File: config.mk
export PLATFORM = sky130hd
export DESIGN_NAME = vrdq_lane
export DESIGN_NICKNAME = d
export VERILOG_FILES = /design/src/vrdq_pkg.sv /design/src/vrdq_lane.sv
export SDC_FILE = /design/constraint.sdc
export NUM_CORES = 2
export LEC_CHECK = 0
export ABC_AREA = 1
export BUFFER_PORTS_ARGS = -buffer_cell sky130_fd_sc_hd__buf_2
export CAP_MARGIN = 20
export CORE_ASPECT_RATIO = 1.5
export CORE_UTILIZATION = 61
export DETAILED_ROUTE_END_ITERATION = 12
export GPL_TIMING_DRIVEN = 0
export PLACE_DENSITY_LB_ADDON = 0.12
export SYNTH_ARGS = -nofsm -noshare
export SYNTH_HDL_FRONTEND = slang
export SYNTH_SLANG_ARGS = --single-unit
File: constraint.sdc
create_clock -name clk -period 7.46 [get_ports clk]
set_clock_uncertainty 0.15 [all_clocks]
set_input_delay 0.746 -clock clk [delete_from_list [all_inputs] [get_ports clk]]
set_output_delay 0.746 -clock clk [all_outputs]
set_load 0.02 [all_outputs]
File: src/vrdq_pkg.sv
package vrdq_pkg;

  localparam int NUM_CHAN     = 8;
  localparam int MAX_CHANNELS = 8;

  localparam int CHAN_W     = 20;
  localparam int SAMPLE_W   = 16;
  localparam int GAIN_W     = 17;
  localparam int PCT_W      = 7;
  localparam int CNT_W      = 4;
  localparam int DIV_W      = 4;
  localparam int CFG_IDX_W  = 2;
  localparam int CFG_DATA_W = 7;

  // seven summed channels of 20 bits
  localparam int SUM_W  = 23;
  localparam int PROD_W = SUM_W + GAIN_W + 1;
  // |sum| * gain stays below 2^38
  localparam int MAG_W  = 38;
  localparam int FRAC_SHIFT  = 32;
  localparam int FULL_SHIFT  = 15;
  localparam int SCALED_W    = MAG_W + FULL_SHIFT;
  localparam int T_W         = 18;
  localparam int RECIP_W     = 21;
  localparam int RECIP_SHIFT = 20;
  localparam int RAW_SHIFT   = 16;

  localparam int LANE_DEPTH  = 4;

  localparam int IN_DATA_W   = NUM_CHAN * CHAN_W;
  localparam int OUT_FIELD_W = 2 * SAMPLE_W + GAIN_W;
  localparam int OUT_DATA_W  = ((OUT_FIELD_W + 7) / 8) * 8;

  localparam logic [GAIN_W-1:0] UNITY_GAIN = GAIN_W'(65536);
  localparam int RAMP_STEP   = 16384;
  localparam logic signed [GAIN_W:0] RAMP_STEP_S = (GAIN_W+1)'(RAMP_STEP);
  localparam int PERCENT_MAX = 100;
  localparam logic [SAMPLE_W-1:0] S16_FULL = SAMPLE_W'(32767);

  typedef enum logic [CFG_IDX_W-1:0] {
    REG_VOLUME   = 2'd0,
    REG_CHANNELS = 2'd1,
    REG_RAW      = 2'd2
  } cfg_reg_t;

  typedef enum logic [1:0] {
    MODE_ZERO = 2'd0,
    MODE_RAW  = 2'd1,
    MODE_DEC  = 2'd2
  } lane_mode_t;

  typedef struct packed {
    logic [CNT_W-1:0] channel_count;
    logic             raw_mode;
  } cfg_t;

  typedef struct packed {
    logic              valid;
    lane_mode_t        mode;
    logic [SUM_W-1:0]  sum;
    logic [GAIN_W-1:0] gain;
    logic [DIV_W-1:0]  div;
  } lane_in_t;

  typedef struct packed {
    logic                valid;
    lane_mode_t          mode;
    logic                neg;
    logic                clamp;
    logic [SAMPLE_W-1:0] qraw;
    logic [SAMPLE_W-1:0] qdec;
  } lane_out_t;

  typedef logic [(1 << PCT_W)-1:0][GAIN_W-1:0] gain_lut_t;

  // target gain (p/100)^2 in q1.16, rounded to nearest
  function automatic gain_lut_t build_gain_lut();
    gain_lut_t lut;
    for (int p = 0; p < (1 << PCT_W); p++) begin
      if (p >= PERCENT_MAX) begin
        lut[p] = UNITY_GAIN;
      end else begin
        lut[p] = GAIN_W'((p * p * 65536 + 5000) / 10000);
      end
    end
    return lut;
  endfunction

  localparam gain_lut_t GAIN_LUT = build_gain_lut();

  // floor(2^20 / d) for the downmix divisors
  function automatic logic [RECIP_W-1:0] recip_of(input logic [DIV_W-1:0] d);
    logic [RECIP_W-1:0] r;
    unique case (d)
      4'd3:    r = RECIP_W'(349525);
      4'd4:    r = RECIP_W'(262144);
      4'd5:    r = RECIP_W'(209715);
      4'd6:    r = RECIP_W'(174762);
      4'd7:    r = RECIP_W'(149796);
      4'd8:    r = RECIP_W'(131072);
      default: r = RECIP_W'(1048576);
    endcase
    return r;
  endfunction

endpackage

File: src/vrdq_lane.sv
module vrdq_lane
  import vrdq_pkg::*;
(
  input  logic      clk,
  input  logic      rst,
  input  logic      adv,
  input  lane_in_t  lin,
  output lane_out_t lout
);

  // multiply by gain
  logic                     v1;
  lane_mode_t               mode1;
  logic [DIV_W-1:0]         div1;
  logic signed [PROD_W-1:0] prod1;

  // magnitude
  logic             v2;
  lane_mode_t       mode2;
  logic [DIV_W-1:0] div2;
  logic             neg2;
  logic [MAG_W-1:0] mag2;

  // scale to full range, clamp test
  logic                v3;
  lane_mode_t          mode3;
  logic [DIV_W-1:0]    div3;
  logic                neg3;
  logic                clamp3;
  logic [T_W-1:0]      t3;
  logic [SAMPLE_W-1:0] qraw3;

  // reciprocal estimate of the quotient
  logic                v4;
  lane_mode_t          mode4;
  logic [DIV_W-1:0]    div4;
  logic                neg4;
  logic                clamp4;
  logic [T_W-1:0]      t4;
  logic [SAMPLE_W-1:0] qraw4;
  logic [SAMPLE_W-1:0] q0;

  logic signed [PROD_W-1:0]   prod_c;
  logic [PROD_W-1:0]          abs_c;
  logic [SCALED_W-1:0]        scaled_c;
  logic [T_W+RECIP_W-1:0]     est_c;
  logic [SAMPLE_W+DIV_W-1:0]  qd_c;
  logic [T_W-1:0]             rem_c;

  assign prod_c   = $signed(lin.sum) * $signed({1'b0, lin.gain});
  assign abs_c    = prod1[PROD_W-1] ? PROD_W'(-prod1) : PROD_W'(prod1);
  assign scaled_c = {mag2, FULL_SHIFT'(0)} - SCALED_W'(mag2);
  assign est_c    = t3 * recip_of(div3);
  assign qd_c     = q0 * div4;
  assign rem_c    = t4 - qd_c[T_W-1:0];

  always_ff @(posedge clk) begin
    if (rst) begin
      v1 <= 1'b0;
      v2 <= 1'b0;
      v3 <= 1'b0;
      v4 <= 1'b0;
    end else if (adv) begin
      v1 <= lin.valid;
      v2 <= v1;
      v3 <= v2;
      v4 <= v3;
    end
  end

  always_ff @(posedge clk) begin
    if (adv) begin
      mode1  <= lin.mode;
      div1   <= lin.div;
      prod1  <= prod_c;

      mode2  <= mode1;
      div2   <= div1;
      neg2   <= prod1[PROD_W-1];
      mag2   <= abs_c[MAG_W-1:0];

      mode3  <= mode2;
      div3   <= div2;
      neg3   <= neg2;
      clamp3 <= mag2[MAG_W-1:FRAC_SHIFT] >= (MAG_W-FRAC_SHIFT)'(div2);
      t3     <= scaled_c[FRAC_SHIFT +: T_W];
      qraw3  <= mag2[RAW_SHIFT +: SAMPLE_W];

      mode4  <= mode3;
      div4   <= div3;
      neg4   <= neg3;
      clamp4 <= clamp3;
      t4     <= t3;
      qraw4  <= qraw3;
      q0     <= est_c[RECIP_SHIFT +: SAMPLE_W];
    end
  end

  assign lout.valid = v4;
  assign lout.mode  = mode4;
  assign lout.neg   = neg4;
  assign lout.clamp = clamp4;
  assign lout.qraw  = qraw4;
  assign lout.qdec  = (rem_c >= T_W'(div4)) ? q0 + SAMPLE_W'(1) : q0;

endmodule

==> run summary <==
top cells by count, synth -> inv_1, nand2_1, fa_1
first-pass GRT wire length -> 159 mm
Root Driver -> clkbuf_16
cells after synthesis -> 4164
CP max FO -> 10
number of port buffers -> 63
GP Congestion -> 1.03
total CTS buffers -> 17
height of the die -> 299 um
clock latency at the later pin of the worst-skew pair -> 470 ps
final core area utilization -> 65.6%
post-synthesis register bit count -> 194
CTS H-tree lvls -> 4
Clk pin slew, worst setup/hold paths -> 80 ps
Pre-Repair DR Iteration Count -> 6
GR Util met2 -> 67.3%
GRT busiest layer -> met2
Finished Cell Area -> 0.0379 mm2
hold crit path type -> reg -> reg
DR iter-0 viols -> 1564
core footprint -> 0.0578 mm2
initial antenna violation count -> 0
met1 layer usage reported by global route -> 35.5%
WHS -> 258 ps
CP Class -> reg -> reg
ANT nets after route -> 0
drt drc -> 0
Main synth FF type -> edfxtp_1
GR Overflow Total -> 0
fraction of registers with async set/reset -> 0%
dominant cell type by area after synthesis -> fa_1
max_slew headroom -> 33.3%
most common cell in the synthesized netlist -> inv_1
Critical Path Source Type -> flop
Max Buffers Root-to-Sink -> 2
Die X -> 200 um
Fin. Hold Viols -> 0
top cell type's share of synthesized area -> 38.8%
die area -> 0.0596 mm2
total global routing track utilization -> 36.6%
Reg area -> 0.00579 mm2
CP arrival -> 7310 ps
met3 Resource Use GR -> 4.51%
CP required -> 7520 ps
number of I/O pins -> 87
Vias -> 27079
largest net degree at the start of global routing -> 109
NumNets Final -> 5255
num rows -> 108
Slew @ Worst Pin -> 1000 ps
Max Fclk -> 0.138 GHz
TritonCTS clock tree -> yes
CP most frequent cell -> fa_1
Routed WL -> 103 mm
Final Setup Violations -> 0
Final HPWL DP -> 88.7 mm
Antenna Cells -> 0
area of the multi-input gates -> 0.0253 mm2
dominant cells by area after synthesis -> fa_1, edfxtp_1, inv_1
max-cap violation count -> 0
Ys Warns -> 0
fin. max-slew vios -> 0
Seq/Total Area, Yosys -> 16.2%
initial core utilization -> 61.8%
Placed Area -> 0.0371 mm2
status -> finished clean
worst stage delay on the critical path -> 590 ps
Post-synth EDFFs -> 190
Worst setup EP type -> flop
Mapped Area -> 0.0358 mm2
clock sinks -> 194
filler instances -> 5206
Via density -> 5.37
syn_nets -> 5163
Final period util -> 97.1%
cts hold-fix bufs -> 0
share of layout cells above drive strength 1 -> 4.97%
slowest cell on the critical path -> fa_2
Synth cell types -> 52
mean area per synthesized cell -> 8.59 um2
WL/cell -> 20.4 um
vias in the first global route -> 29651
Area Growth Syn to Fin -> 6.04%
Final min period -> 7250 ps
per-stage QoR:
step,setup TNS (ps),std cells,setup WS (ps)
global placement,-16090,4997,-974
finish,0,5039,213
floorplan,0,4164,988
CTS,0,5034,10.0
global route,-52.4,5039,-52.4
detailed placement,-18750,4998,-1080
path summary, 6_finish.rpt:
path                            depth (start not counted)   endpoint      start  slack (ps)
worst max-delay path                                   28      q0[5]    div3[3]         210
worst min-delay path                                    0  qraw4[11]  qraw3[11]         260
worst max register to register                         28      q0[5]    div3[3]         210
worst min register to register                          0  qraw4[11]  qraw3[11]         260
cell type report:
class | instances | share of cell area [%]
buffer | 117 | 1.37
clock buffer | 20 | 1.18
clock inverter | 12 | 0.320
inverter | 1173 | 11.6
multi-input combinational | 2679 | 66.6
sequential | 194 | 15.3
tap | 770 | 2.54
timing repair buffer | 74 | 1.13
worst max-delay path, delay by kind of cell (launching register included):
| family | cells | cell delay [ps] |
|---|---|---|
| xor+xnor | 1 | 140 |
| compound gates | 5 | 750 |
| fa+ha+maj | 7 | 3360 |
| flops | 1 | 490 |
| buf+inv | 9 | 980 |
| simple gates | 6 | 1110 |
sequential cells by signal (all words and copies together), names as in the netlist, 2 cells and up:
name and count:
prod1 39, mag2 38, t3 18, t4 18, q0 16, qraw3 16
qraw4 16, div1 4, div2 4, div3 4, div4 4, mode1 2
mode2 2, mode3 2, mode4 2
metal layers:
metal  wire [um]  share of wire [%]
met2       54700                 53
met4       10400                 10
met5           0                  0
met1       32900                 32
met3        4840                4.7
cell usage in the layout, fill, tap and decap left out, types with 26 or more instances in the layout:
| cell | n |
|---|---|
| inv_1 | 1155 |
| nand2_1 | 877 |
| fa_1 | 692 |
| nor2_1 | 267 |
| ha_1 | 256 |
| edfxtp_1 | 190 |
| a21oi_1 | 118 |
| nand3_1 | 98 |
| clkbuf_1 | 81 |
| buf_2 | 73 |
| xor2_1 | 70 |
| o21ai_0 | 64 |
| xnor2_1 | 57 |
| nor3_1 | 26 |
timing repair:
item	in CTS	in global routing
pin swaps	2	6
hold endpoints to repair	0	0
buffers inserted	5	5
endpoints found under the setup margin	18	23
gates cloned	0	0
resized for setup	27	62
logic make-up after synthesis:
family	count (synthesis)	synth area share, %
AOI/OAI and AO/OA	253	4.01
and+or+nand+nor	1349	15.2
xor gates and xnor gates	128	3.19
buffers and inverters	1291	13.7
adders and majority gates	949	47.7
DFF	194	16.2
Power is not shown: default switching activity piles up to over one toggle a cycle in this logic, so the estimate is an artifact.
