==> src/vrdq_pkg.sv <==
package vrdq_pkg;

  localparam int NUM_CHAN     = 8;
  localparam int MAX_CHANNELS = 8;

  localparam int CHAN_W     = 20;
  localparam int SAMPLE_W   = 16;
  localparam int GAIN_W     = 17;
  localparam int PCT_W      = 7;
  localparam int CNT_W      = 4;
  localparam int DIV_W      = 4;
  localparam int CFG_IDX_W  = 2;
  localparam int CFG_DATA_W = 7;

  // seven summed channels of 20 bits
  localparam int SUM_W  = 23;
  localparam int PROD_W = SUM_W + GAIN_W + 1;
  // |sum| * gain stays below 2^38
  localparam int MAG_W  = 38;
  localparam int FRAC_SHIFT  = 32;
  localparam int FULL_SHIFT  = 15;
  localparam int SCALED_W    = MAG_W + FULL_SHIFT;
  localparam int T_W         = 18;
  localparam int RECIP_W     = 21;
  localparam int RECIP_SHIFT = 20;
  localparam int RAW_SHIFT   = 16;

  localparam int LANE_DEPTH  = 4;

  localparam int IN_DATA_W   = NUM_CHAN * CHAN_W;
  localparam int OUT_FIELD_W = 2 * SAMPLE_W + GAIN_W;
  localparam int OUT_DATA_W  = ((OUT_FIELD_W + 7) / 8) * 8;

  localparam logic [GAIN_W-1:0] UNITY_GAIN = GAIN_W'(65536);
  localparam int RAMP_STEP   = 16384;
  localparam logic signed [GAIN_W:0] RAMP_STEP_S = (GAIN_W+1)'(RAMP_STEP);
  localparam int PERCENT_MAX = 100;
  localparam logic [SAMPLE_W-1:0] S16_FULL = SAMPLE_W'(32767);

  typedef enum logic [CFG_IDX_W-1:0] {
    REG_VOLUME   = 2'd0,
    REG_CHANNELS = 2'd1,
    REG_RAW      = 2'd2
  } cfg_reg_t;

  typedef enum logic [1:0] {
    MODE_ZERO = 2'd0,
    MODE_RAW  = 2'd1,
    MODE_DEC  = 2'd2
  } lane_mode_t;

  typedef struct packed {
    logic [CNT_W-1:0] channel_count;
    logic             raw_mode;
  } cfg_t;

  typedef struct packed {
    logic              valid;
    lane_mode_t        mode;
    logic [SUM_W-1:0]  sum;
    logic [GAIN_W-1:0] gain;
    logic [DIV_W-1:0]  div;
  } lane_in_t;

  typedef struct packed {
    logic                valid;
    lane_mode_t          mode;
    logic                neg;
    logic                clamp;
    logic [SAMPLE_W-1:0] qraw;
    logic [SAMPLE_W-1:0] qdec;
  } lane_out_t;

  typedef logic [(1 << PCT_W)-1:0][GAIN_W-1:0] gain_lut_t;

  // target gain (p/100)^2 in q1.16, rounded to nearest
  function automatic gain_lut_t build_gain_lut();
    gain_lut_t lut;
    for (int p = 0; p < (1 << PCT_W); p++) begin
      if (p >= PERCENT_MAX) begin
        lut[p] = UNITY_GAIN;
      end else begin
        lut[p] = GAIN_W'((p * p * 65536 + 5000) / 10000);
      end
    end
    return lut;
  endfunction

  localparam gain_lut_t GAIN_LUT = build_gain_lut();

  // floor(2^20 / d) for the downmix divisors
  function automatic logic [RECIP_W-1:0] recip_of(input logic [DIV_W-1:0] d);
    logic [RECIP_W-1:0] r;
    unique case (d)
      4'd3:    r = RECIP_W'(349525);
      4'd4:    r = RECIP_W'(262144);
      4'd5:    r = RECIP_W'(209715);
      4'd6:    r = RECIP_W'(174762);
      4'd7:    r = RECIP_W'(149796);
      4'd8:    r = RECIP_W'(131072);
      default: r = RECIP_W'(1048576);
    endcase
    return r;
  endfunction

endpackage

==> src/vrdq_merge.sv <==
module vrdq_merge
  import vrdq_pkg::*;
(
  input  logic                  clk,
  input  logic                  rst,
  input  logic                  adv,
  input  lane_out_t             left_res,
  input  lane_out_t             right_res,
  input  logic [GAIN_W-1:0]     gain,
  output logic                  m_tvalid,
  output logic [OUT_DATA_W-1:0] m_tdata
);

  function automatic logic [SAMPLE_W-1:0] finish(input lane_out_t r);
    logic [SAMPLE_W-1:0] mag;
    logic [SAMPLE_W-1:0] res;
    mag = r.clamp ? S16_FULL : r.qdec;
    unique case (r.mode)
      MODE_DEC: res = r.neg ? SAMPLE_W'(-mag) : mag;
      MODE_RAW: res = r.neg ? SAMPLE_W'(-r.qraw) : r.qraw;
      default:  res = '0;
    endcase
    return res;
  endfunction

  logic [SAMPLE_W-1:0] left_s;
  logic [SAMPLE_W-1:0] right_s;

  assign left_s  = finish(left_res);
  assign right_s = finish(right_res);

  always_ff @(posedge clk) begin
    if (rst) begin
      m_tvalid <= 1'b0;
    end else if (adv) begin
      m_tvalid <= left_res.valid;
    end
  end

  always_ff @(posedge clk) begin
    if (adv) begin
      m_tdata <= {(OUT_DATA_W-OUT_FIELD_W)'(0), gain, right_s, left_s};
    end
  end

endmodule

==> config.mk <==
export PLATFORM = sky130hd
export DESIGN_NAME = vrdq_merge
export DESIGN_NICKNAME = d
export VERILOG_FILES = /design/src/vrdq_pkg.sv /design/src/vrdq_merge.sv
export SDC_FILE = /design/constraint.sdc
export NUM_CORES = 1
export LEC_CHECK = 0
export ABC_AREA = 0
export BUFFER_PORTS_ARGS = -buffer_cell sky130_fd_sc_hd__buf_2
export CAP_MARGIN = 5
export CORE_MARGIN = 1
export CORE_UTILIZATION = 45
export CTS_CLUSTER_DIAMETER = 100
export DETAILED_ROUTE_END_ITERATION = 12
export PLACE_DENSITY = 0.76
export SYNTH_ARGS = -nofsm -noshare
export SYNTH_HDL_FRONTEND = slang
export SYNTH_SLANG_ARGS = --single-unit
==> constraint.sdc <==
create_clock -name clk -period 4.4 [get_ports clk]
set_input_delay 0.88 -clock clk [delete_from_list [all_inputs] [get_ports clk]]
set_output_delay 0.88 -clock clk [all_outputs]
set_load 0.01 [all_outputs]
==> results of run 1 <==
cell type report:
| type | instances | share of cell area [%] |
|---|---|---|
| Multi-Input combinational cell | 290 | 42.73 |
| Sequential cell | 50 | 34.60 |
| Timing Repair Buffer | 142 | 16.49 |
| Tap cell | 99 | 2.874 |
| Clock buffer | 5 | 1.597 |
| Inverter | 13 | 1.132 |
| Clock inverter | 3 | 0.5806 |
worst paths after layout:
check	end	slack [ps]	cells after the start
worst max-delay path	m_tdata[10]	1480	8
worst min-delay path	m_tvalid	500	2
worst max register to register	m_tvalid	3810	2
worst min register to register	m_tvalid	500	2
synthesized netlist by cell type, drive strengths merged (2+ instances only):
library cell | n | area share (%)
nor2 | 50 | 5.4
edfxtp | 49 | 42
nand2 | 26 | 2.8
xor2 | 25 | 6.3
o22ai | 21 | 3.8
o21ai | 20 | 2.9
xnor2 | 17 | 4.3
clkbuf | 15 | 1.6
inv | 13 | 1.4
nand2b | 11 | 2.0
nor3 | 11 | 1.6
o31ai | 11 | 2.4
a21oi | 9 | 1.3
buf | 8 | 1.6
ha | 8 | 2.9
a31oi | 7 | 1.3
nor4 | 7 | 1.3
nand3 | 6 | 0.86
o22a | 6 | 1.5
a22oi | 5 | 1.1
mux2i | 5 | 1.4
nand3b | 4 | 0.86
nor2b | 4 | 0.72
or4 | 4 | 0.97
nor3b | 3 | 0.65
o41ai | 3 | 1.3
a211oi | 2 | 0.43
a21boi | 2 | 0.43
nand4b | 2 | 0.50
or3 | 2 | 0.36
kinds of logic (layout without fill, tap and decap cells):
logic type | after synthesis | after routing | share of synthesized area (%)
other | 1 | 7 | 0.1080
adder cells (fa/ha/maj) | 8 | 8 | 2.883
AO/OA/AOI/OAI | 94 | 94 | 18.38
buffers and inverters | 36 | 163 | 4.649
XOR/XNOR | 42 | 42 | 10.59
AND/OR/NAND/NOR | 133 | 133 | 18.67
flip-flops | 50 | 50 | 42.95
multiplexers | 6 | 6 | 1.766
sequential cells by signal, indices dropped and copies added (netlist names):
name and flops:
m_tdata 49, m_tvalid 1
worst min-delay path, stage by stage, from the launching register on:
cell and delay [ps]:
dfxtp_1 330, mux2i_1 60, nor2_1 80
report_power, final:
part / switching [mW] / total, mW / internal (mW)
clock: 0.162 / 0.277 / 0.115
combinational: 0.165 / 0.283 / 0.118
sequential: 0.00817 / 0.576 / 0.568
total: 0.335 / 1.14 / 0.802
layer usage:
metal | up-vias | routed length [um] | global-route usage (%)
li1 | 1620 | - | -
met1 | 1512 | 3772 | 28.08
met4 | 0 | 96 | 5.738
met2 | 137 | 4014 | 34.17
met5 | - | 0 | 0
met3 | 12 | 646 | 4.569
stage by stage:
stage	hold slack, ps	area, um^2
final	504.3	4310
after global routing	535.5	4310
after CTS	509.8	4310
after detailed placement	487.1	4217
after global placement	469.4	4217
after floorplan	527.9	3495
layout by cell type, fill, tap and decap left out, types with 6 or more instances in the layout:
cell,instances
o22a_1,6
a31oi_1,7
o31ai_1,11
nor4_1,7
o22ai_1,21
nand2_1,26
nand2b_1,11
a21oi_1,9
nor3_1,11
xor2_1,25
xnor2_1,17
buf_2,142
ha_1,8
o21ai_0,20
inv_1,13
nor2_1,50
edfxtp_1,49
nand3_1,6
conb_1,7
==> results.cfg, run 1 <==
[timing]
setup_ws_ps = 1480
worst_pin_slew_ps = 1079
timing.final.crit_share_pct = 66.37
final_max_slew_viol_count = 0
hold_violations = 0
period_needed_ps = 2920
setup_tns_ps = 0
setup_viol = 0
fmax_mhz = 342.5
relSlewSlack_pct = 28.09
rsz0062_at_grt = no
skew_ps = 0

[cells_and_area]
num-nets-final = 604
area.growth.synth_to_final_pct = 24.14
diodes = 0
drive_gt1_share_pct = 31.01
fillers = 676
post-route-util_pct = 58.49
multi_input_area_mm2 = 0.001842
seq_area_mm2 = 0.001491
fin_cells = 602

[setup_path]
slowest_delay_ps = 640
critical_path_buf_inv_count = 1
crit_type = input port to flip-flop
crit_path_end_kind = flip-flop
crit_path_start = left_res[32]
required_ps = 4430
r2r-start = m_tvalid
worstSetupStartpointType = input port
cp_slowest_cell = nor4b_1
arrival_ps = 2950
crit_family = simple AND/OR/NAND/NOR gates
cp_cell_sequence = buf_2 -> nor2_1 -> ha_1 -> nor4b_1 -> nand3b_1 -> o21ai_0 -> xnor2_1 -> o22ai_1
critPathMaxFanout = 26

[synth]
syn_inst = 370
ys.warnings.count = 0
yosys_register_bits = 50
synth-async-reset-ratio_pct = 0
avgSynthCellArea_um2 = 9.384
synth_edf_count = 49
yosysSeqAreaShare_pct = 42.95
ys_types = 47
synth_top_flop_cell = edfxtp_1
netlist_area_mm2 = 0.003472

[floorplan]
io_pins = 151
fp.dieArea_mm2 = 0.008071
die_h_um = 89.84
floorplan.initialDensity_pct = 47.11
core_area_mm2 = 0.007370
fp-row-count = 31
fp.dieW_um = 89.84

[global_route]
antenna_found_initial = 0
grt_pass1_wl_mm = 13.72
grt_max_degree = 51
grt_overflow_total = 0
track_usage_pct = 20.95
grt_pass1_vias = 2880

[cts]
clk_path_buf_depth = 2
cts_resized = 0
tritoncts = done
numCtsBuffers = 5
root_buffer = clkbuf_8
htreeDepth = 2
hold_buffers = 0
clk_latency_ps = 300
post_cts.repair.setup_buffers = 0
clock-sinks = 50
clkTransAtPathRegs_ps = 90

[pwr]
power_mw = 1.136
irDropWorstVdd_mv = 0.1278
leakagePower_nw = 1.769
powerDensity_mw_per_mm2 = 263.6

[worst_hold_path]
worstHoldPathType = flip-flop to flip-flop
min_from = m_tvalid

[placement]
placedCellCount = 594
dp_hpwl_mm = 6.562
pre_cts_slack_ps = 1219
gp_congestion = 0.9029
portBuffers = 142

[status]
status = complete, no violations

[drt]
drt-pass1-iter-count = 5
ant_nets = 0
drc = 0
vias_per_cell = 5.450
drt-total-wl_mm = 8.530
drt_iter0_drc = 162
num_vias = 3281
wl_per_cell_um = 14.17

[job]
max_cap_violations = 0
No activity file was read; power rests on OpenSTA's default activity.
==> run 2: changes to the inputs <==
--- a/config.mk
+++ b/config.mk
@@ -9,10 +9,10 @@
 export BUFFER_PORTS_ARGS = -buffer_cell sky130_fd_sc_hd__buf_2
 export CAP_MARGIN = 5
 export CORE_MARGIN = 1
-export CORE_UTILIZATION = 45
+export CORE_UTILIZATION = 44
 export CTS_CLUSTER_DIAMETER = 100
 export DETAILED_ROUTE_END_ITERATION = 12
-export PLACE_DENSITY = 0.76
+export PLACE_DENSITY = 0.78
 export SYNTH_ARGS = -nofsm -noshare
 export SYNTH_HDL_FRONTEND = slang
 export SYNTH_SLANG_ARGS = --single-unit
==> constraint.sdc (replaced) <==
create_clock -name clk -period 2.35 [get_ports clk]
set_input_delay 0.47 -clock clk [delete_from_list [all_inputs] [get_ports clk]]
set_output_delay 0.47 -clock clk [all_outputs]
set_load 0.01 [all_outputs]
==> results.cfg, run 2 (synthesized netlist as in run 1, its figures left out) <==
[status]
status = complete, no violations

[drt]
vias_per_cell = 5.390
drt-total-wl_mm = 8.810
drc = 0
wl_per_cell_um = 14.03
num_vias = 3385
drt-pass1-iter-count = 5
drt_iter0_drc = 122
ant_nets = 0

[floorplan]
die_h_um = 90.83
fp.dieW_um = 90.83
core_area_mm2 = 0.007687
io_pins = 151
floorplan.initialDensity_pct = 45.17
fp-row-count = 32
fp.dieArea_mm2 = 0.008250

[cts]
tritoncts = done
root_buffer = clkbuf_8
hold_buffers = 0
htreeDepth = 2
cts_resized = 0
clk_path_buf_depth = 2
clkTransAtPathRegs_ps = 90
clk_latency_ps = 300
numCtsBuffers = 5
clock-sinks = 50
post_cts.repair.setup_buffers = 0

[cells_and_area]
layout_common_cells = buf_2 (142), nor2_1 (50), edfxtp_1 (49)
diodes = 0
drive_gt1_share_pct = 34.41
num-nets-final = 627
final_common_cell = buf_2
largest_reg_flops = 49
top_register = m_tdata
area.growth.synth_to_final_pct = 30.81
post-route-util_pct = 59.08
largestRegisters = m_tdata: 49 flops, m_tvalid: 1 flops
final_cell_area_mm2 = 0.004542
fin_cells = 628

[worst_hold_path]
min_from = rst
worstHoldPathType = input port to flip-flop

[setup_path]
cp_cell_sequence = buf_2 -> or4_1 -> or4_4 -> o41ai_4 -> xor2_1 -> o22ai_1
required_ps = 2390
crit_type = input port to flip-flop
cp_slowest_cell = or4_1
arrival_ps = 2210
slowest_delay_ps = 560
rrSetupSlack_ps = 1760
worstSetupStartpointType = input port
crit_path_end_kind = flip-flop
critPathMaxFanout = 5
r2r-start = m_tvalid
crit_path_start = right_res[16]

[placement]
gp_congestion = 0.9413
portBuffers = 142
placedCellCount = 620
placed_cell_area_mm2 = 0.004404
pre_cts_slack_ps = -136.5
dp_hpwl_mm = 7.173

[pwr]
power_mw = 2.348
irDropWorstVdd_mv = 0.2646
leakagePower_nw = 1.907
powerDensity_mw_per_mm2 = 517.0

[timing]
rsz0062_at_grt = no
fmax_mhz = 461.6
skew_ps = 0
setup_tns_ps = 0
timing.final.crit_share_pct = 92.19
hold_slack_ps = 309.7
hold_violations = 0
setup_ws_ps = 183.6
final_max_slew_viol_count = 0
period_needed_ps = 2166
setup_viol = 0

[global_route]
grt_overflow_total = 0
grt_pass1_wl_mm = 14.13
track_usage_pct = 21.08
antenna_found_initial = 0
grt_pass1_vias = 3147
grt_max_degree = 32

[job]
max_cap_violations = 0
## run 2: cell types whose count changed in the layout (fill, tap and decap cells not counted), sizes merged
| cell | change |
|---|---|
| inv | -1 |
| buf | +23 |
| clkinvlp | -1 |
| bufinv | +2 |
## run 2: routing by layer
layer / routed length, um / global-route usage, % / up-vias
li1: - / - / 1670
met1: 3794 / 26.26 / 1535
met5: 0 / 0 / -
met4: 246 / 9.524 / 0
met2: 4137 / 34.97 / 157
met3: 631 / 4.545 / 23
## run 2: critical path, delay by kind of cell
family                    cells  cell delay, ps
and+or+nand+nor               2            1040
AOI/OAI and AO/OA             2             410
xor gates and xnor gates      1             170
buffers and inverters         1             120
## run 2: final timing paths
path,cells after the start,endpoint
worst max register to register,2,m_tvalid
worst max-delay path,6,m_tdata[31]
worst min-delay path,2,m_tvalid
worst min register to register,2,m_tvalid
## run 2: layout make-up
cell class	count	area (um^2)
inverter	13	48.80
fill	721	3146
sequential	50	1491
multi-input combinational	290	1853
clock buffer	5	68.82
clock inverter	3	68.82
tap	102	127.6
timing repair buffer	165	883.3
## run 2: power by group
part | internal [mW] | switching, mW | leakage [nW]
clock network | 0.426 | 0.284 | 0.0683
logic | 0.243 | 0.315 | 1.36
registers | 1.06 | 0.0168 | 0.481
==> run 3: changes to the inputs <==
--- a/config.mk
+++ b/config.mk
@@ -12,6 +12,7 @@
 export CORE_UTILIZATION = 44
 export CTS_CLUSTER_DIAMETER = 100
 export DETAILED_ROUTE_END_ITERATION = 12
+export MAX_ROUTING_LAYER = met4
 export PLACE_DENSITY = 0.78
 export SYNTH_ARGS = -nofsm -noshare
 export SYNTH_HDL_FRONTEND = slang
==> results.cfg, run 3 (synthesized netlist as in run 1, its figures left out) <==
[drt]
vias_per_cell = 5.398
wl_per_cell_um = 14.26
drc = 0
drt-total-wl_mm = 8.986
drt_iter0_drc = 185
ant_nets = 0
drt-pass1-iter-count = 4
num_vias = 3401

[cells_and_area]
largest_reg_flops = 49
final_cell_area_mm2 = 0.004517
post-route-util_pct = 58.76
diodes = 0
top_register = m_tdata
layout_common_cells = buf_2 (142), nor2_1 (50), edfxtp_1 (49)
largestRegisters = m_tdata: 49 flops, m_tvalid: 1 flops
fin_cells = 630
drive_gt1_share_pct = 34.66
final_common_cell = buf_2
num-nets-final = 629
area.growth.synth_to_final_pct = 30.09

[setup_path]
crit_type = input port to flip-flop
critical_path_buf_inv_count = 1
cp_slowest_cell = or4_1
cp_cell_sequence = buf_2 -> or4_1 -> or4_4 -> o41ai_4 -> xor2_1 -> o22ai_1
slowest_delay_ps = 570
arrival_ps = 2270
crit_path_end_kind = flip-flop
required_ps = 2400
crit_family = simple AND/OR/NAND/NOR gates
critPathMaxFanout = 5
worstSetupStartpointType = input port

[timing]
setup_ws_ps = 130.9
final_max_slew_viol_count = 0
skew_ps = 0
setup_tns_ps = 0
hold_slack_ps = 302.7
period_needed_ps = 2219
hold_violations = 0
setup_viol = 0
rsz0062_at_grt = no
timing.final.crit_share_pct = 94.43
fmax_mhz = 450.6

[floorplan]
floorplan.initialDensity_pct = 45.17
fp-row-count = 32
core_area_mm2 = 0.007687
io_pins = 151
fp.dieArea_mm2 = 0.008250
fp.dieW_um = 90.83
die_h_um = 90.83

[cts]
root_buffer = clkbuf_8
post_cts.repair.setup_buffers = 0
clock-sinks = 50
htreeDepth = 2
clk_path_buf_depth = 2
clk_latency_ps = 310
clkTransAtPathRegs_ps = 100
cts_resized = 0
tritoncts = done
numCtsBuffers = 5
hold_buffers = 0

[pwr]
leakagePower_nw = 1.899
p_switching_mw = 0.6477
seqPwrFrac_pct = 49.6
comb_power_share_pct = 25.7
irDropWorstVdd_mv = 0.2233
powerDensity_mw_per_mm2 = 482.3
power_mw = 2.178
internal_power_mw = 1.531
pwr-share-clk_pct = 24.7
switching_share_pct = 29.73

[placement]
gp_congestion = 0.9467
dp_hpwl_mm = 7.285
placed_cell_area_mm2 = 0.004419
portBuffers = 142
pre_cts_slack_ps = -184.8
placedCellCount = 622

[worst_hold_path]
worstHoldPathType = input port to flip-flop

[global_route]
track_usage_pct = 22.19
grt_overflow_total = 0
grt_pass1_vias = 3089
antenna_found_initial = 0
grt_pass1_wl_mm = 14.35
grt_max_degree = 24

[status]
status = complete, no violations

[job]
max_cap_violations = 0
==> run 3: cell types whose count changed in the layout (fill, tap and decap cells not counted), sizes merged <==
cell    before  now
buf        165  167
bufinv       2    0
inv         13   15
==> run 3: final timing paths <==
check | end | cells past startpoint | from | slack [ps]
hold / removal | m_tvalid | 2 | rst | 300
setup reg to reg | m_tvalid | 2 | m_tvalid | 1770
hold reg to reg | m_tvalid | 2 | m_tvalid | 510
setup / recovery | m_tdata[31] | 6 | right_res[16] | 130
==> run 3: metal layers <==
metal / GRT usage (%) / vias to the layer above / share of wire [%]
met2: 38.57 / 124 / 50
met3: 3.788 / 9 / 5.8
met5: - / - / 0
met4: 5.291 / 0 / 0.98
li1: - / 1665 / -
met1: 26.83 / 1603 / 44
==> run 3: area by class of cell <==
| class | instances | area, um^2 |
|---|---|---|
| clock inverters | 3 | 28.78 |
| flip-flops and latches | 50 | 1491 |
| repair buffers | 167 | 898.4 |
| fillers | 693 | 3171 |
| well taps | 102 | 127.6 |
| multi-input cells | 290 | 1853 |
| clock buffers | 5 | 68.82 |
| inverters | 13 | 48.80 |
==> run 3: power by group through the flow <==
stage	combinational [mW]	clock, mW	sequential, mW
CTS	0.561	0.554	1.08
detailed placement	0.560	0	1.10
global route	0.614	0.588	1.09
global placement	0.543	0	1.10
floorplan	0.250	0	1.15
finish	0.561	0.537	1.08
