**config.mk**
```make
export PLATFORM = sky130hd
export DESIGN_NAME = vrdq_gain
export DESIGN_NICKNAME = d
export VERILOG_FILES = /design/src/vrdq_pkg.sv /design/src/vrdq_gain.sv
export SDC_FILE = /design/constraint.sdc
export NUM_CORES = 1
export LEC_CHECK = 0
export ABC_AREA = 1
export BUFFER_PORTS_ARGS = -buffer_cell sky130_fd_sc_hd__clkbuf_2
export CORE_MARGIN = 10
export CORE_UTILIZATION = 54
export DETAILED_ROUTE_END_ITERATION = 12
export PLACE_DENSITY = 0.79
export RECOVER_POWER = 100
export SLEW_MARGIN = 40
export SYNTH_ARGS = -nofsm -noshare
export SYNTH_HDL_FRONTEND = slang
export SYNTH_SLANG_ARGS = --single-unit
```
**constraint.sdc**
```tcl
create_clock -name clk -period 5.4 [get_ports clk]
set_clock_uncertainty 0.2 [all_clocks]
set_input_delay 1.62 -clock clk [delete_from_list [all_inputs] [get_ports clk]]
set_output_delay 1.62 -clock clk [all_outputs]
set_load 0.01 [all_outputs]
```
**src/vrdq_pkg.sv**
```systemverilog
package vrdq_pkg;

  localparam int NUM_CHAN     = 8;
  localparam int MAX_CHANNELS = 8;

  localparam int CHAN_W     = 20;
  localparam int SAMPLE_W   = 16;
  localparam int GAIN_W     = 17;
  localparam int PCT_W      = 7;
  localparam int CNT_W      = 4;
  localparam int DIV_W      = 4;
  localparam int CFG_IDX_W  = 2;
  localparam int CFG_DATA_W = 7;

  // seven summed channels of 20 bits
  localparam int SUM_W  = 23;
  localparam int PROD_W = SUM_W + GAIN_W + 1;
  // |sum| * gain stays below 2^38
  localparam int MAG_W  = 38;
  localparam int FRAC_SHIFT  = 32;
  localparam int FULL_SHIFT  = 15;
  localparam int SCALED_W    = MAG_W + FULL_SHIFT;
  localparam int T_W         = 18;
  localparam int RECIP_W     = 21;
  localparam int RECIP_SHIFT = 20;
  localparam int RAW_SHIFT   = 16;

  localparam int LANE_DEPTH  = 4;

  localparam int IN_DATA_W   = NUM_CHAN * CHAN_W;
  localparam int OUT_FIELD_W = 2 * SAMPLE_W + GAIN_W;
  localparam int OUT_DATA_W  = ((OUT_FIELD_W + 7) / 8) * 8;

  localparam logic [GAIN_W-1:0] UNITY_GAIN = GAIN_W'(65536);
  localparam int RAMP_STEP   = 16384;
  localparam logic signed [GAIN_W:0] RAMP_STEP_S = (GAIN_W+1)'(RAMP_STEP);
  localparam int PERCENT_MAX = 100;
  localparam logic [SAMPLE_W-1:0] S16_FULL = SAMPLE_W'(32767);

  typedef enum logic [CFG_IDX_W-1:0] {
    REG_VOLUME   = 2'd0,
    REG_CHANNELS = 2'd1,
    REG_RAW      = 2'd2
  } cfg_reg_t;

  typedef enum logic [1:0] {
    MODE_ZERO = 2'd0,
    MODE_RAW  = 2'd1,
    MODE_DEC  = 2'd2
  } lane_mode_t;

  typedef struct packed {
    logic [CNT_W-1:0] channel_count;
    logic             raw_mode;
  } cfg_t;

  typedef struct packed {
    logic              valid;
    lane_mode_t        mode;
    logic [SUM_W-1:0]  sum;
    logic [GAIN_W-1:0] gain;
    logic [DIV_W-1:0]  div;
  } lane_in_t;

  typedef struct packed {
    logic                valid;
    lane_mode_t          mode;
    logic                neg;
    logic                clamp;
    logic [SAMPLE_W-1:0] qraw;
    logic [SAMPLE_W-1:0] qdec;
  } lane_out_t;

  typedef logic [(1 << PCT_W)-1:0][GAIN_W-1:0] gain_lut_t;

  // target gain (p/100)^2 in q1.16, rounded to nearest
  function automatic gain_lut_t build_gain_lut();
    gain_lut_t lut;
    for (int p = 0; p < (1 << PCT_W); p++) begin
      if (p >= PERCENT_MAX) begin
        lut[p] = UNITY_GAIN;
      end else begin
        lut[p] = GAIN_W'((p * p * 65536 + 5000) / 10000);
      end
    end
    return lut;
  endfunction

  localparam gain_lut_t GAIN_LUT = build_gain_lut();

  // floor(2^20 / d) for the downmix divisors
  function automatic logic [RECIP_W-1:0] recip_of(input logic [DIV_W-1:0] d);
    logic [RECIP_W-1:0] r;
    unique case (d)
      4'd3:    r = RECIP_W'(349525);
      4'd4:    r = RECIP_W'(262144);
      4'd5:    r = RECIP_W'(209715);
      4'd6:    r = RECIP_W'(174762);
      4'd7:    r = RECIP_W'(149796);
      4'd8:    r = RECIP_W'(131072);
      default: r = RECIP_W'(1048576);
    endcase
    return r;
  endfunction

endpackage

```
**src/vrdq_gain.sv**
```systemverilog
module vrdq_gain
  import vrdq_pkg::*;
(
  input  logic                  clk,
  input  logic                  rst,
  input  logic                  cfg_we,
  input  logic [CFG_IDX_W-1:0]  cfg_index,
  input  logic [CFG_DATA_W-1:0] cfg_data,
  input  logic                  step,
  output cfg_t                  cfg,
  output logic [GAIN_W-1:0]     gain_cur,
  output logic [GAIN_W-1:0]     gain_next
);

  logic [PCT_W-1:0]  vol_pct;
  logic [CNT_W-1:0]  channel_count;
  logic              raw_mode;
  logic [GAIN_W-1:0] cur_gain;

  logic [PCT_W-1:0]       pct_in;
  logic [GAIN_W-1:0]      target;
  logic signed [GAIN_W:0] delta;

  assign pct_in = cfg_data[PCT_W-1:0];
  assign target = GAIN_LUT[vol_pct];
  assign delta  = $signed({1'b0, target}) - $signed({1'b0, cur_gain});

  always_comb begin
    if (delta > RAMP_STEP_S) begin
      gain_next = cur_gain + GAIN_W'(RAMP_STEP);
    end else if (delta < -RAMP_STEP_S) begin
      gain_next = cur_gain - GAIN_W'(RAMP_STEP);
    end else begin
      gain_next = target;
    end
  end

  always_ff @(posedge clk) begin
    if (rst) begin
      vol_pct       <= PCT_W'(PERCENT_MAX);
      channel_count <= CNT_W'(2);
      raw_mode      <= 1'b0;
      cur_gain      <= UNITY_GAIN;
    end else begin
      if (cfg_we) begin
        unique case (cfg_reg_t'(cfg_index))
          REG_VOLUME: begin
            vol_pct <= (pct_in > PCT_W'(PERCENT_MAX)) ? PCT_W'(PERCENT_MAX) : pct_in;
          end
          REG_CHANNELS: begin
            channel_count <= cfg_data[CNT_W-1:0];
          end
          REG_RAW: begin
            raw_mode <= cfg_data[0];
          end
          default: begin
          end
        endcase
      end
      if (step) begin
        cur_gain <= gain_next;
      end
    end
  end

  assign cfg.channel_count = channel_count;
  assign cfg.raw_mode      = raw_mode;
  assign gain_cur          = cur_gain;

  a_gain_bounded: assert property (@(posedge clk) disable iff (rst)
    cur_gain <= UNITY_GAIN)
    else $error("applied gain above unity");

  a_gain_holds: assert property (@(posedge clk) disable iff (rst)
    !step |=> $stable(cur_gain))
    else $error("gain moved without a block start");

  a_gain_step_size: assert property (@(posedge clk) disable iff (rst)
    step |=> (((cur_gain >= $past(cur_gain)) ?
               (cur_gain - $past(cur_gain)) :
               ($past(cur_gain) - cur_gain)) <= GAIN_W'(RAMP_STEP)))
    else $error("gain ramp step too large");

endmodule

```
==> qor.txt, run 1 <==
GRT Residual Overflow = 0
most common cell after layout, fill and taps aside = nand2_1
Fin Setup TNS = 0 ns
via count = 6656
Die ar. = 15400 um^2
FF+latch count, synth = 46
Synth top area share = 21.1%
Max Clock Freq = 199 MHz
clock root buffer = clkbuf_8
initial antenna violation count = 0
chip height = 124 um
post-route clock period utilization = 93.1%
Power Density = 324 nW/um^2
vias in the first global route = 6038
final hold vios = 0
Final Max Slew Viols = 0
routed vias/inst = 5.75
Worst-Margin Slew = 0.806 ns
most frequent cells in the layout = nand2_1, inv_1, nand3_1, nor2_1, a21oi_1
NumNets Final = 1073
Mapped Nets = 1040
pin count of the biggest net entering global routing = 47
worst slack at placement = 0.791 ns
Final HPWL DP = 14400 um
first-pass GRT wire length = 30700 um
antenna fix cells = 0
Post-synth EDFFs = 0
row count = 37
clk sink count = 46
Clock transition at path regs = 0.09 ns
Top FF cell, synth = dfxtp_1
Starting Density = 56.0%
area delta synth->final = 4.16%
Horiz. Die Dim = 124 um
clock latency on the worst-skew pair = 0.32 ns
sequential cell area = 921 um^2
DR WL/cell = 16.6 um
cell taking the most area after synthesis = nand2_1
count of mapped cells out of synthesis = 988
Synth area leaders = nand2_1, dfxtp_1, nand3_1
critical path class = flip-flop to primary output
sequential-to-total area share from yosys stat = 15.7%
reg2reg setup slack = 2.32 ns
Syn Std Cell Area = 5860 um^2
port buffer count = 51
Worst EP arrival = 3.21 ns
gpl congestion = 1.18
Multi-input gate area = 4160 um^2
Max Root-Sink Buffers = 2
htree depth = 2
relative slew slack = 46.0%
R2R depth = 20
I/O pin count = 52
antenna viol nets, final = 0
Crit. End Element = primary output
Syn Area/Cell = 5.93 um^2
Max IR drop VDD = 0.374 mV
DRC = 0
setup ws final = 0.371 ns
Syn. warnings = 0
DR pass1 iterations = 8
TritonCTS clock tree = yes
DRT iter0 DRCs = 1086
Async SR Flop Fraction = 0%
Fillers = 1129
critical path peak fanout = 18
Unique masters post-synth = 45
core area = 10500 um^2
final setup violating endpoints = 0
end point of the critical path = gain_next[3]
RSZ-0062 raised after global routing = false
CP startpoint kind = flip-flop
CTS Buf Count = 5
fin crit period = 5.03 ns
CTS Hold Buffers Added = 0
Crit. Startpoint = gain_cur[0]$_SDFFE_PP0P_
setup bufs post-CTS = 0
R2R Path Start = gain_cur[0]$_SDFFE_PP0P_
hold crit path type = flip-flop to flip-flop
FF-to-FF End = gain_cur[11]$_SDFFE_PP0P_
GRT Resource Usage Total = 24.9%
status = finished, final reports clean
layout cell share with drive strength beyond 1 = 12.6%
number of gates resized after CTS = 0
CP required = 3.58 ns
Max Cap Violations = 0
final wirelength = 19200 um
Leak = 3.37 nW
report_power, final:
part,total (mW),internal (mW),switching [mW]
clock network,0.217,0.0896,0.127
registers,0.418,0.379,0.0383
logic,1.34,0.414,0.930
total,1.98,0.883,1.10
cell families after synthesis:
group	after synthesis	share of synthesized area, %
simple gates	611	50.8
buf+inv	166	12.4
compound gates	123	12.1
flops	46	15.7
fa+ha+maj	39	8.46
xor+xnor	3	0.449
routing by layer:
layer / GRT usage [%] / routed length, um
met3: 4.48 / 1940
met2: 39.9 / 8520
met4: 14.4 / 1180
met5: 0 / 0
met1: 30.6 / 7520
stage by stage:
step           hold slack, ns  instance area [um^2]  power (mW)  util, %  std cells
2_1_floorplan           0.224                  5860        1.51        -        988
3_3_place_gp            0.235                  6140        1.79     58.7       1150
3_5_place_dp            0.244                  6140        1.80     58.7       1150
4_1_cts                 0.258                  6210        2.03     59.4       1157
5_1_grt                 0.299                  6100        2.16     58.3       1157
6_report                0.254                  6100        1.98     58.3       1157
registers in the layout, summed over array words and instances (netlist names):
signal,cells
gain_cur,17
target,17
raw_mode,1
vol_pct,7
channel_count,4
Yosys cell counts, types with 4 or more instances:
| master | n |
|---|---|
| nor2_4 | 6 |
| o21ai_1 | 9 |
| buf_6 | 4 |
| ha_1 | 38 |
| o211ai_1 | 5 |
| buf_2 | 16 |
| clkbuf_1 | 5 |
| a21oi_1 | 55 |
| nor3_1 | 6 |
| inv_2 | 18 |
| nand4_1 | 11 |
| nand2_2 | 24 |
| nand3_2 | 26 |
| inv_1 | 112 |
| o21ai_0 | 33 |
| nand2_4 | 13 |
| dfxtp_1 | 46 |
| nand3_4 | 4 |
| buf_4 | 6 |
| nand3_1 | 97 |
| nand3b_1 | 7 |
| a21oi_2 | 6 |
| nor2_1 | 74 |
| nor2_2 | 7 |
| nand2_1 | 330 |
layout make-up:
type / count / share of cell area, %
multi-input cells: 776 / 68.2
flip-flops and latches: 46 / 15.1
inverters: 132 / 8.16
repair buffers: 60 / 4.55
well taps: 136 / 2.79
clock buffers: 7 / 1.25
worst min path at each step:
stage                     startpoint               endpoint  depth (start not counted)
5_1_grt        raw_mode$_SDFFE_PP0P_  raw_mode$_SDFFE_PP0P_                          2
3_3_place_gp   raw_mode$_SDFFE_PP0P_  raw_mode$_SDFFE_PP0P_                          2
3_5_place_dp   raw_mode$_SDFFE_PP0P_  raw_mode$_SDFFE_PP0P_                          2
6_report       raw_mode$_SDFFE_PP0P_  raw_mode$_SDFFE_PP0P_                          2
2_1_floorplan  raw_mode$_SDFFE_PP0P_  raw_mode$_SDFFE_PP0P_                          2
4_1_cts        raw_mode$_SDFFE_PP0P_  raw_mode$_SDFFE_PP0P_                          2
worst max-delay path: stages (launching register included):
cell and delay, ns:
dfxtp_1 0.43, ha_1 0.18, inv_1 0.07, fa_1 0.38, nand2_1 0.11, nand2_2 0.09
nand3_1 0.11, nand2_2 0.08, nand2_1 0.06, nand2_1 0.05, inv_1 0.04, nand2_1 0.05
nor2_2 0.07, nand2_1 0.10, nor2_4 0.11, nand3_4 0.29, nand2_8 0.31, nand2_1 0.12
nand2_1 0.08, clkbuf_1 0.16
Note: power is estimated with default switching activity, not from simulation.
==> inputs of run 2 (changes only) <==
CORE_UTILIZATION = 42   (was 54)
PLACE_DENSITY = 0.66   (was 0.79)
==> run 2 against run 1 <==
Compared with the run above:
- critical path depth is 6 lower
- worst setup slack worse by 0.038 ns
- global-route usage is 5.4 points lower
- critical path type is now input port to flip-flop
- largest power group unchanged
==> qor.txt, run 2 (same netlist as run 1, synthesis figures left out) <==
dpl cell area = 6160 um^2 (+0.45%)
R2R depth = 9 (-55%)
pin count of the biggest net entering global routing = 47 (unchanged)
Leak = 3.37 nW (about the same)
clock root buffer = clkbuf_16
layout cell share with drive strength beyond 1 = 12.5% (-0.086 points)
CP required = 5.40 ns (+1.82 ns)
core area = 13800 um^2 (+32%)
chip height = 138 um (+11%)
CTS Buf Count = 5 (unchanged)
Max IR drop VDD = 0.174 mV (-54%)
Clock transition at path regs = 0.06 ns (-0.03 ns)
setup bufs post-CTS = 0 (unchanged)
DR WL/cell = 16.3 um (-1.7%)
critical path peak fanout = 14 (-4)
Worst-Margin Slew = 1.19 ns (+0.389 ns)
antenna viol nets, final = 0 (unchanged)
first-pass GRT wire length = 31700 um (+3.2%)
Design Area, Final = 6180 um^2 (+1.3%)
NumNets Final = 1071 (-0.19%)
Starting Density = 42.5% (-13 points)
Worst EP arrival = 5.07 ns (+1.86 ns)
post-route clock period utilization = 93.8% (+0.71 points)
CTS Hold Buffers Added = 0 (unchanged)
relative slew slack = 20.0% (-26 points)
Final Max Slew Viols = 0 (unchanged)
FF-to-FF End = target[11]$_DFF_P_
vias in the first global route = 6109 (+1.2%)
final hold vios = 0 (unchanged)
I/O pin count = 52 (unchanged)
R2R Path Start = vol_pct[2]$_SDFFE_PP1N_
Crit. Startpoint = cfg_index[1]
port buffer count = 51 (unchanged)
antenna fix cells = 0 (unchanged)
Die ar. = 19100 um^2 (+24%)
CP startpoint kind = input port
DR pass1 iterations = 6 (-2)
via count = 6610 (-0.69%)
fin crit period = 5.07 ns (+0.0384 ns)
Final HPWL DP = 14800 um (+2.6%)
end point of the critical path = target[11]$_DFF_P_
hold crit path type = flip-flop to flip-flop
final wirelength = 19500 um (+1.9%)
most frequent cells in the layout = nand2_1, inv_1, nand3_1, nor2_1, a21oi_1
Crit. End Element = flip-flop
critical path class = input port to flip-flop
number of gates resized after CTS = 0 (unchanged)
DRT iter0 DRCs = 1158 (+6.6%)
clk sink count = 46 (unchanged)
clock latency on the worst-skew pair = 0.30 ns (-0.02 ns)
Horiz. Die Dim = 138 um (+11%)
htree depth = 2 (unchanged)
Power Density = 335 nW/um^2 (+3.3%)
final setup violating endpoints = 0 (unchanged)
DRC = 0 (unchanged)
most common cell after layout, fill and taps aside = nand2_1
GRT Resource Usage Total = 19.5% (-5.4 points)
Max Root-Sink Buffers = 2 (unchanged)
status = finished, final reports clean
Fin Setup TNS = 0 ns (unchanged)
Fin Hold WS = 0.254 ns (+0.000509 ns)
Max Cap Violations = 0 (unchanged)
GRT Residual Overflow = 0 (unchanged)
reg2reg setup slack = 2.24 ns (-0.08 ns)
initial antenna violation count = 0 (unchanged)
Max Clock Freq = 197 MHz (-0.76%)
RSZ-0062 raised after global routing = false
gpl congestion = 1.08 (-8.3%)
routed vias/inst = 5.51 (-4.2%)
TritonCTS clock tree = yes
area delta synth->final = 5.55%
row count = 43 (+16%)
-- run 2: final cells by class --
class	count	area, um^2
inverter	132	498
clock buffer	7	143
fill	1492	7590
clock inverter	1	8.76
sequential	46	921
tap	180	225
multi-input combinational	776	4140
timing repair buffer	58	253
-- run 2: worst min-delay path by stage --
stage,startpoint,end,depth (start not counted)
4_1_cts,raw_mode$_SDFFE_PP0P_,raw_mode$_SDFFE_PP0P_,2
2_1_floorplan,raw_mode$_SDFFE_PP0P_,raw_mode$_SDFFE_PP0P_,2
3_5_place_dp,raw_mode$_SDFFE_PP0P_,raw_mode$_SDFFE_PP0P_,2
3_3_place_gp,raw_mode$_SDFFE_PP0P_,raw_mode$_SDFFE_PP0P_,2
5_1_grt,raw_mode$_SDFFE_PP0P_,raw_mode$_SDFFE_PP0P_,2
6_report,raw_mode$_SDFFE_PP0P_,raw_mode$_SDFFE_PP0P_,2
-- run 2: per-layer routing --
layer  track usage, %  up-vias  wire length (um)
met5                0        -                 0
met4             9.05        0               821
met3             3.97       80              1890
met2             31.3      368              8780
met1             24.5     2934              8050
li1                 -     3228                 -
-- run 2: power by group --
part           total [mW]  internal [mW]  switching [mW]
Clock               0.334          0.187           0.147
Combinational        1.32          0.406           0.913
Sequential          0.417          0.379          0.0378
Total                2.07          0.972            1.10
-- run 2: worst max-delay path: stages --
cell and delay, ns:
clkbuf_1 0.10, nor3_1 0.48, buf_4 0.26, inv_2 0.07
nand2_4 0.13, nand2_2 0.20, nor2_1 0.97, ha_1 0.48
nor2_1 0.20, nor2_1 0.09, a21oi_1 0.17, nor3_1 0.08
a21oi_1 0.21
-- run 2: metrics by stage --
step	total power, mW	utilization [%]	instances	setup slack (ns)
floorplan	1.51	-	988	1.26
global placement	1.80	44.8	1192	0.756
detailed placement	1.80	44.8	1192	0.735
CTS	2.14	45.9	1200	0.394
global route	2.26	44.9	1200	0.0816
finish	2.07	44.9	1200	0.333
==> inputs of run 3 (changes only) <==
PLACE_DENSITY = 0.57   (was 0.66)
==> run 3 against run 2 <==
Compared with the run above:
- clock-buffer cell count shrank 2
- worst hold slack lost 0.0033 ns
- fmax shrank 0.13%
- first-iteration DRC count shrank 18%
- sequential share of layout area shrank 0.12 points
- highest routed layer unchanged
- clock power grew 8.4%
- critical path type is now flip-flop to primary output
- cell count grew 0.17%
==> qor.txt, run 3 (same netlist as run 1, synthesis figures left out) <==
CTS Hold Buffers Added = 0 (unchanged)
status = finished, final reports clean
routed vias/inst = 5.44 (-1.2%)
worst slack at placement = 0.664 ns (-0.0716 ns)
total power = 2.13 mW (+2.8%)
DRT iter0 DRCs = 944 (-18%)
Max Cap Violations = 0 (unchanged)
crit-path cells = ha_1, inv_1, fa_1, nand2_1, nand2_2, nand3_2, nand2_1, nand2_1, nand2_1, inv_1, nand2_1, nor2_2, nand2_1, nor2_4, nand3_4, nand2_8, nand2_1, nand2_1, clkbuf_1
CP required = 3.58 ns (-1.82 ns)
Leak = 3.41 nW (+1.1%)
CP startpoint kind = flip-flop
hold crit path type = flip-flop to flip-flop
Fin Setup TNS = 0 ns (unchanged)
RSZ-0062 raised after global routing = false
Max IR drop VDD = 0.141 mV (-19%)
R2R Path Start = gain_cur[0]$_SDFFE_PP0P_
gpl congestion = 1.05 (-2.7%)
HP Start = raw_mode$_SDFFE_PP0P_
DR pass1 iterations = 6 (unchanged)
htree depth = 2 (unchanged)
DR WL/cell = 16.8 um (+2.9%)
NumNets Final = 1073 (+0.19%)
most common cell after layout, fill and taps aside = nand2_1
DRC = 0 (unchanged)
Final HPWL DP = 15100 um (+2.3%)
R2R depth = 20 (+11)
Worst-Margin Slew = 0.779 ns (-0.416 ns)
Worst EP arrival = 3.25 ns (-1.82 ns)
vias in the first global route = 6072 (-0.61%)
setup ws final = 0.326 ns (-0.00675 ns)
Fin Hold WS = 0.251 ns (-0.00325 ns)
Design Area, Final = 6230 um^2 (+0.79%)
sink of the worst hold path = raw_mode$_SDFFE_PP0P_
pin count of the biggest net entering global routing = 47 (unchanged)
Clock transition at path regs = 0.07 ns (about the same)
antenna viol nets, final = 0 (unchanged)
CTS Buf Count = 5 (unchanged)
initial antenna violation count = 0 (unchanged)
row count = 43 (unchanged)
core area = 13800 um^2 (unchanged)
Horiz. Die Dim = 138 um (unchanged)
critical path peak fanout = 18 (+4)
FF-to-FF End = gain_cur[10]$_SDFFE_PP0P_
clk sink count = 46 (unchanged)
dpl cell area = 6180 um^2 (+0.24%)
chip height = 138 um (unchanged)
Crit. Startpoint = gain_cur[0]$_SDFFE_PP0P_
clock latency on the worst-skew pair = 0.29 ns (about the same)
TritonCTS clock tree = yes
Final Max Slew Viols = 0 (unchanged)
Multi-input gate area = 4150 um^2 (+0.45%)
clock root buffer = clkbuf_16
Max Root-Sink Buffers = 2 (unchanged)
most frequent cells in the layout = nand2_1, inv_1, nand3_1, nor2_1, a21oi_1
fin crit period = 5.07 ns (+0.00675 ns)
antenna fix cells = 0 (unchanged)
reg2reg setup slack = 2.22 ns (-0.02 ns)
Crit. End Element = primary output
CP max stage cell = dfxtp_1
final wirelength = 20100 um (+3.1%)
placed cells = 1194 (+0.17%)
number of gates resized after CTS = 0 (unchanged)
via count = 6539 (-1.1%)
Max Clock Freq = 197 MHz (-0.13%)
post-route insts no fill = 1202 (+0.17%)
crit-path max cell delay = 0.43 ns (-0.54 ns)
final core utilization = 45.2% (+0.35 points)
Power Density = 341 nW/um^2 (+2.0%)
Fillers = 1564 (+4.8%)
GRT Resource Usage Total = 19.6% (+0.13 points)
I/O pin count = 52 (unchanged)
layout cell share with drive strength beyond 1 = 12.9% (+0.37 points)
final setup violating endpoints = 0 (unchanged)
sequential cell area = 921 um^2 (unchanged)
Starting Density = 42.5% (unchanged)
final hold vios = 0 (unchanged)
area delta synth->final = 6.39%
GRT Residual Overflow = 0 (unchanged)
setup bufs post-CTS = 0 (unchanged)
critical path class = flip-flop to primary output
post-route clock period utilization = 94.0% (+0.13 points)
first-pass GRT wire length = 31700 um (about the same)
Die ar. = 19100 um^2 (unchanged)
port buffer count = 51 (unchanged)
Crit path top cell by count = nand2_1
Hold Path Depth = 2 (unchanged)
relative slew slack = 48.1% (+28 points)
-- run 3: metal layers --
| layer | global-route usage [%] | share of wire, % | vias to the layer above |
|---|---|---|---|
| li1 | - | - | 3224 |
| met5 | 0 | 0 | - |
| met4 | 10.8 | 5.1 | 0 |
| met3 | 3.87 | 8.3 | 93 |
| met2 | 32.2 | 45 | 349 |
| met1 | 23.5 | 41 | 2873 |
-- run 3: worst max path at each step --
stage / end / slack [ns] / depth (start not counted)
after global routing: gain_next[10] / 0.05 / 19
after global placement: gain_next[10] / 0.69 / 18
final: gain_next[10] / 0.33 / 19
after CTS: gain_next[10] / 0.34 / 18
after floorplan: gain_next[0] / 1.26 / 16
after detailed placement: gain_next[10] / 0.66 / 18
-- run 3: area by class of cell --
| class | instances | share of cell area, % |
|---|---|---|
| clock buffers | 5 | 2.01 |
| clock inverters | 3 | 0.703 |
| inverters | 132 | 7.99 |
| multi-input cells | 776 | 66.7 |
| flip-flops and latches | 46 | 14.8 |
| well taps | 180 | 3.61 |
| repair buffers | 60 | 4.26 |
-- run 3: where the power goes --
group	leakage, nW	switching (mW)	internal [mW]	total, mW
clock	0.0842	0.142	0.219	0.362
combinational	2.95	0.933	0.414	1.35
sequential	0.379	0.0390	0.380	0.419
-- run 3: critical path: cells and delay by family (launching register included) --
kind	cells	cell delay [ns]
adder cells (fa/ha/maj)	2	0.57
buffers and inverters	3	0.28
flip-flops	1	0.43
AND/OR/NAND/NOR	14	1.65
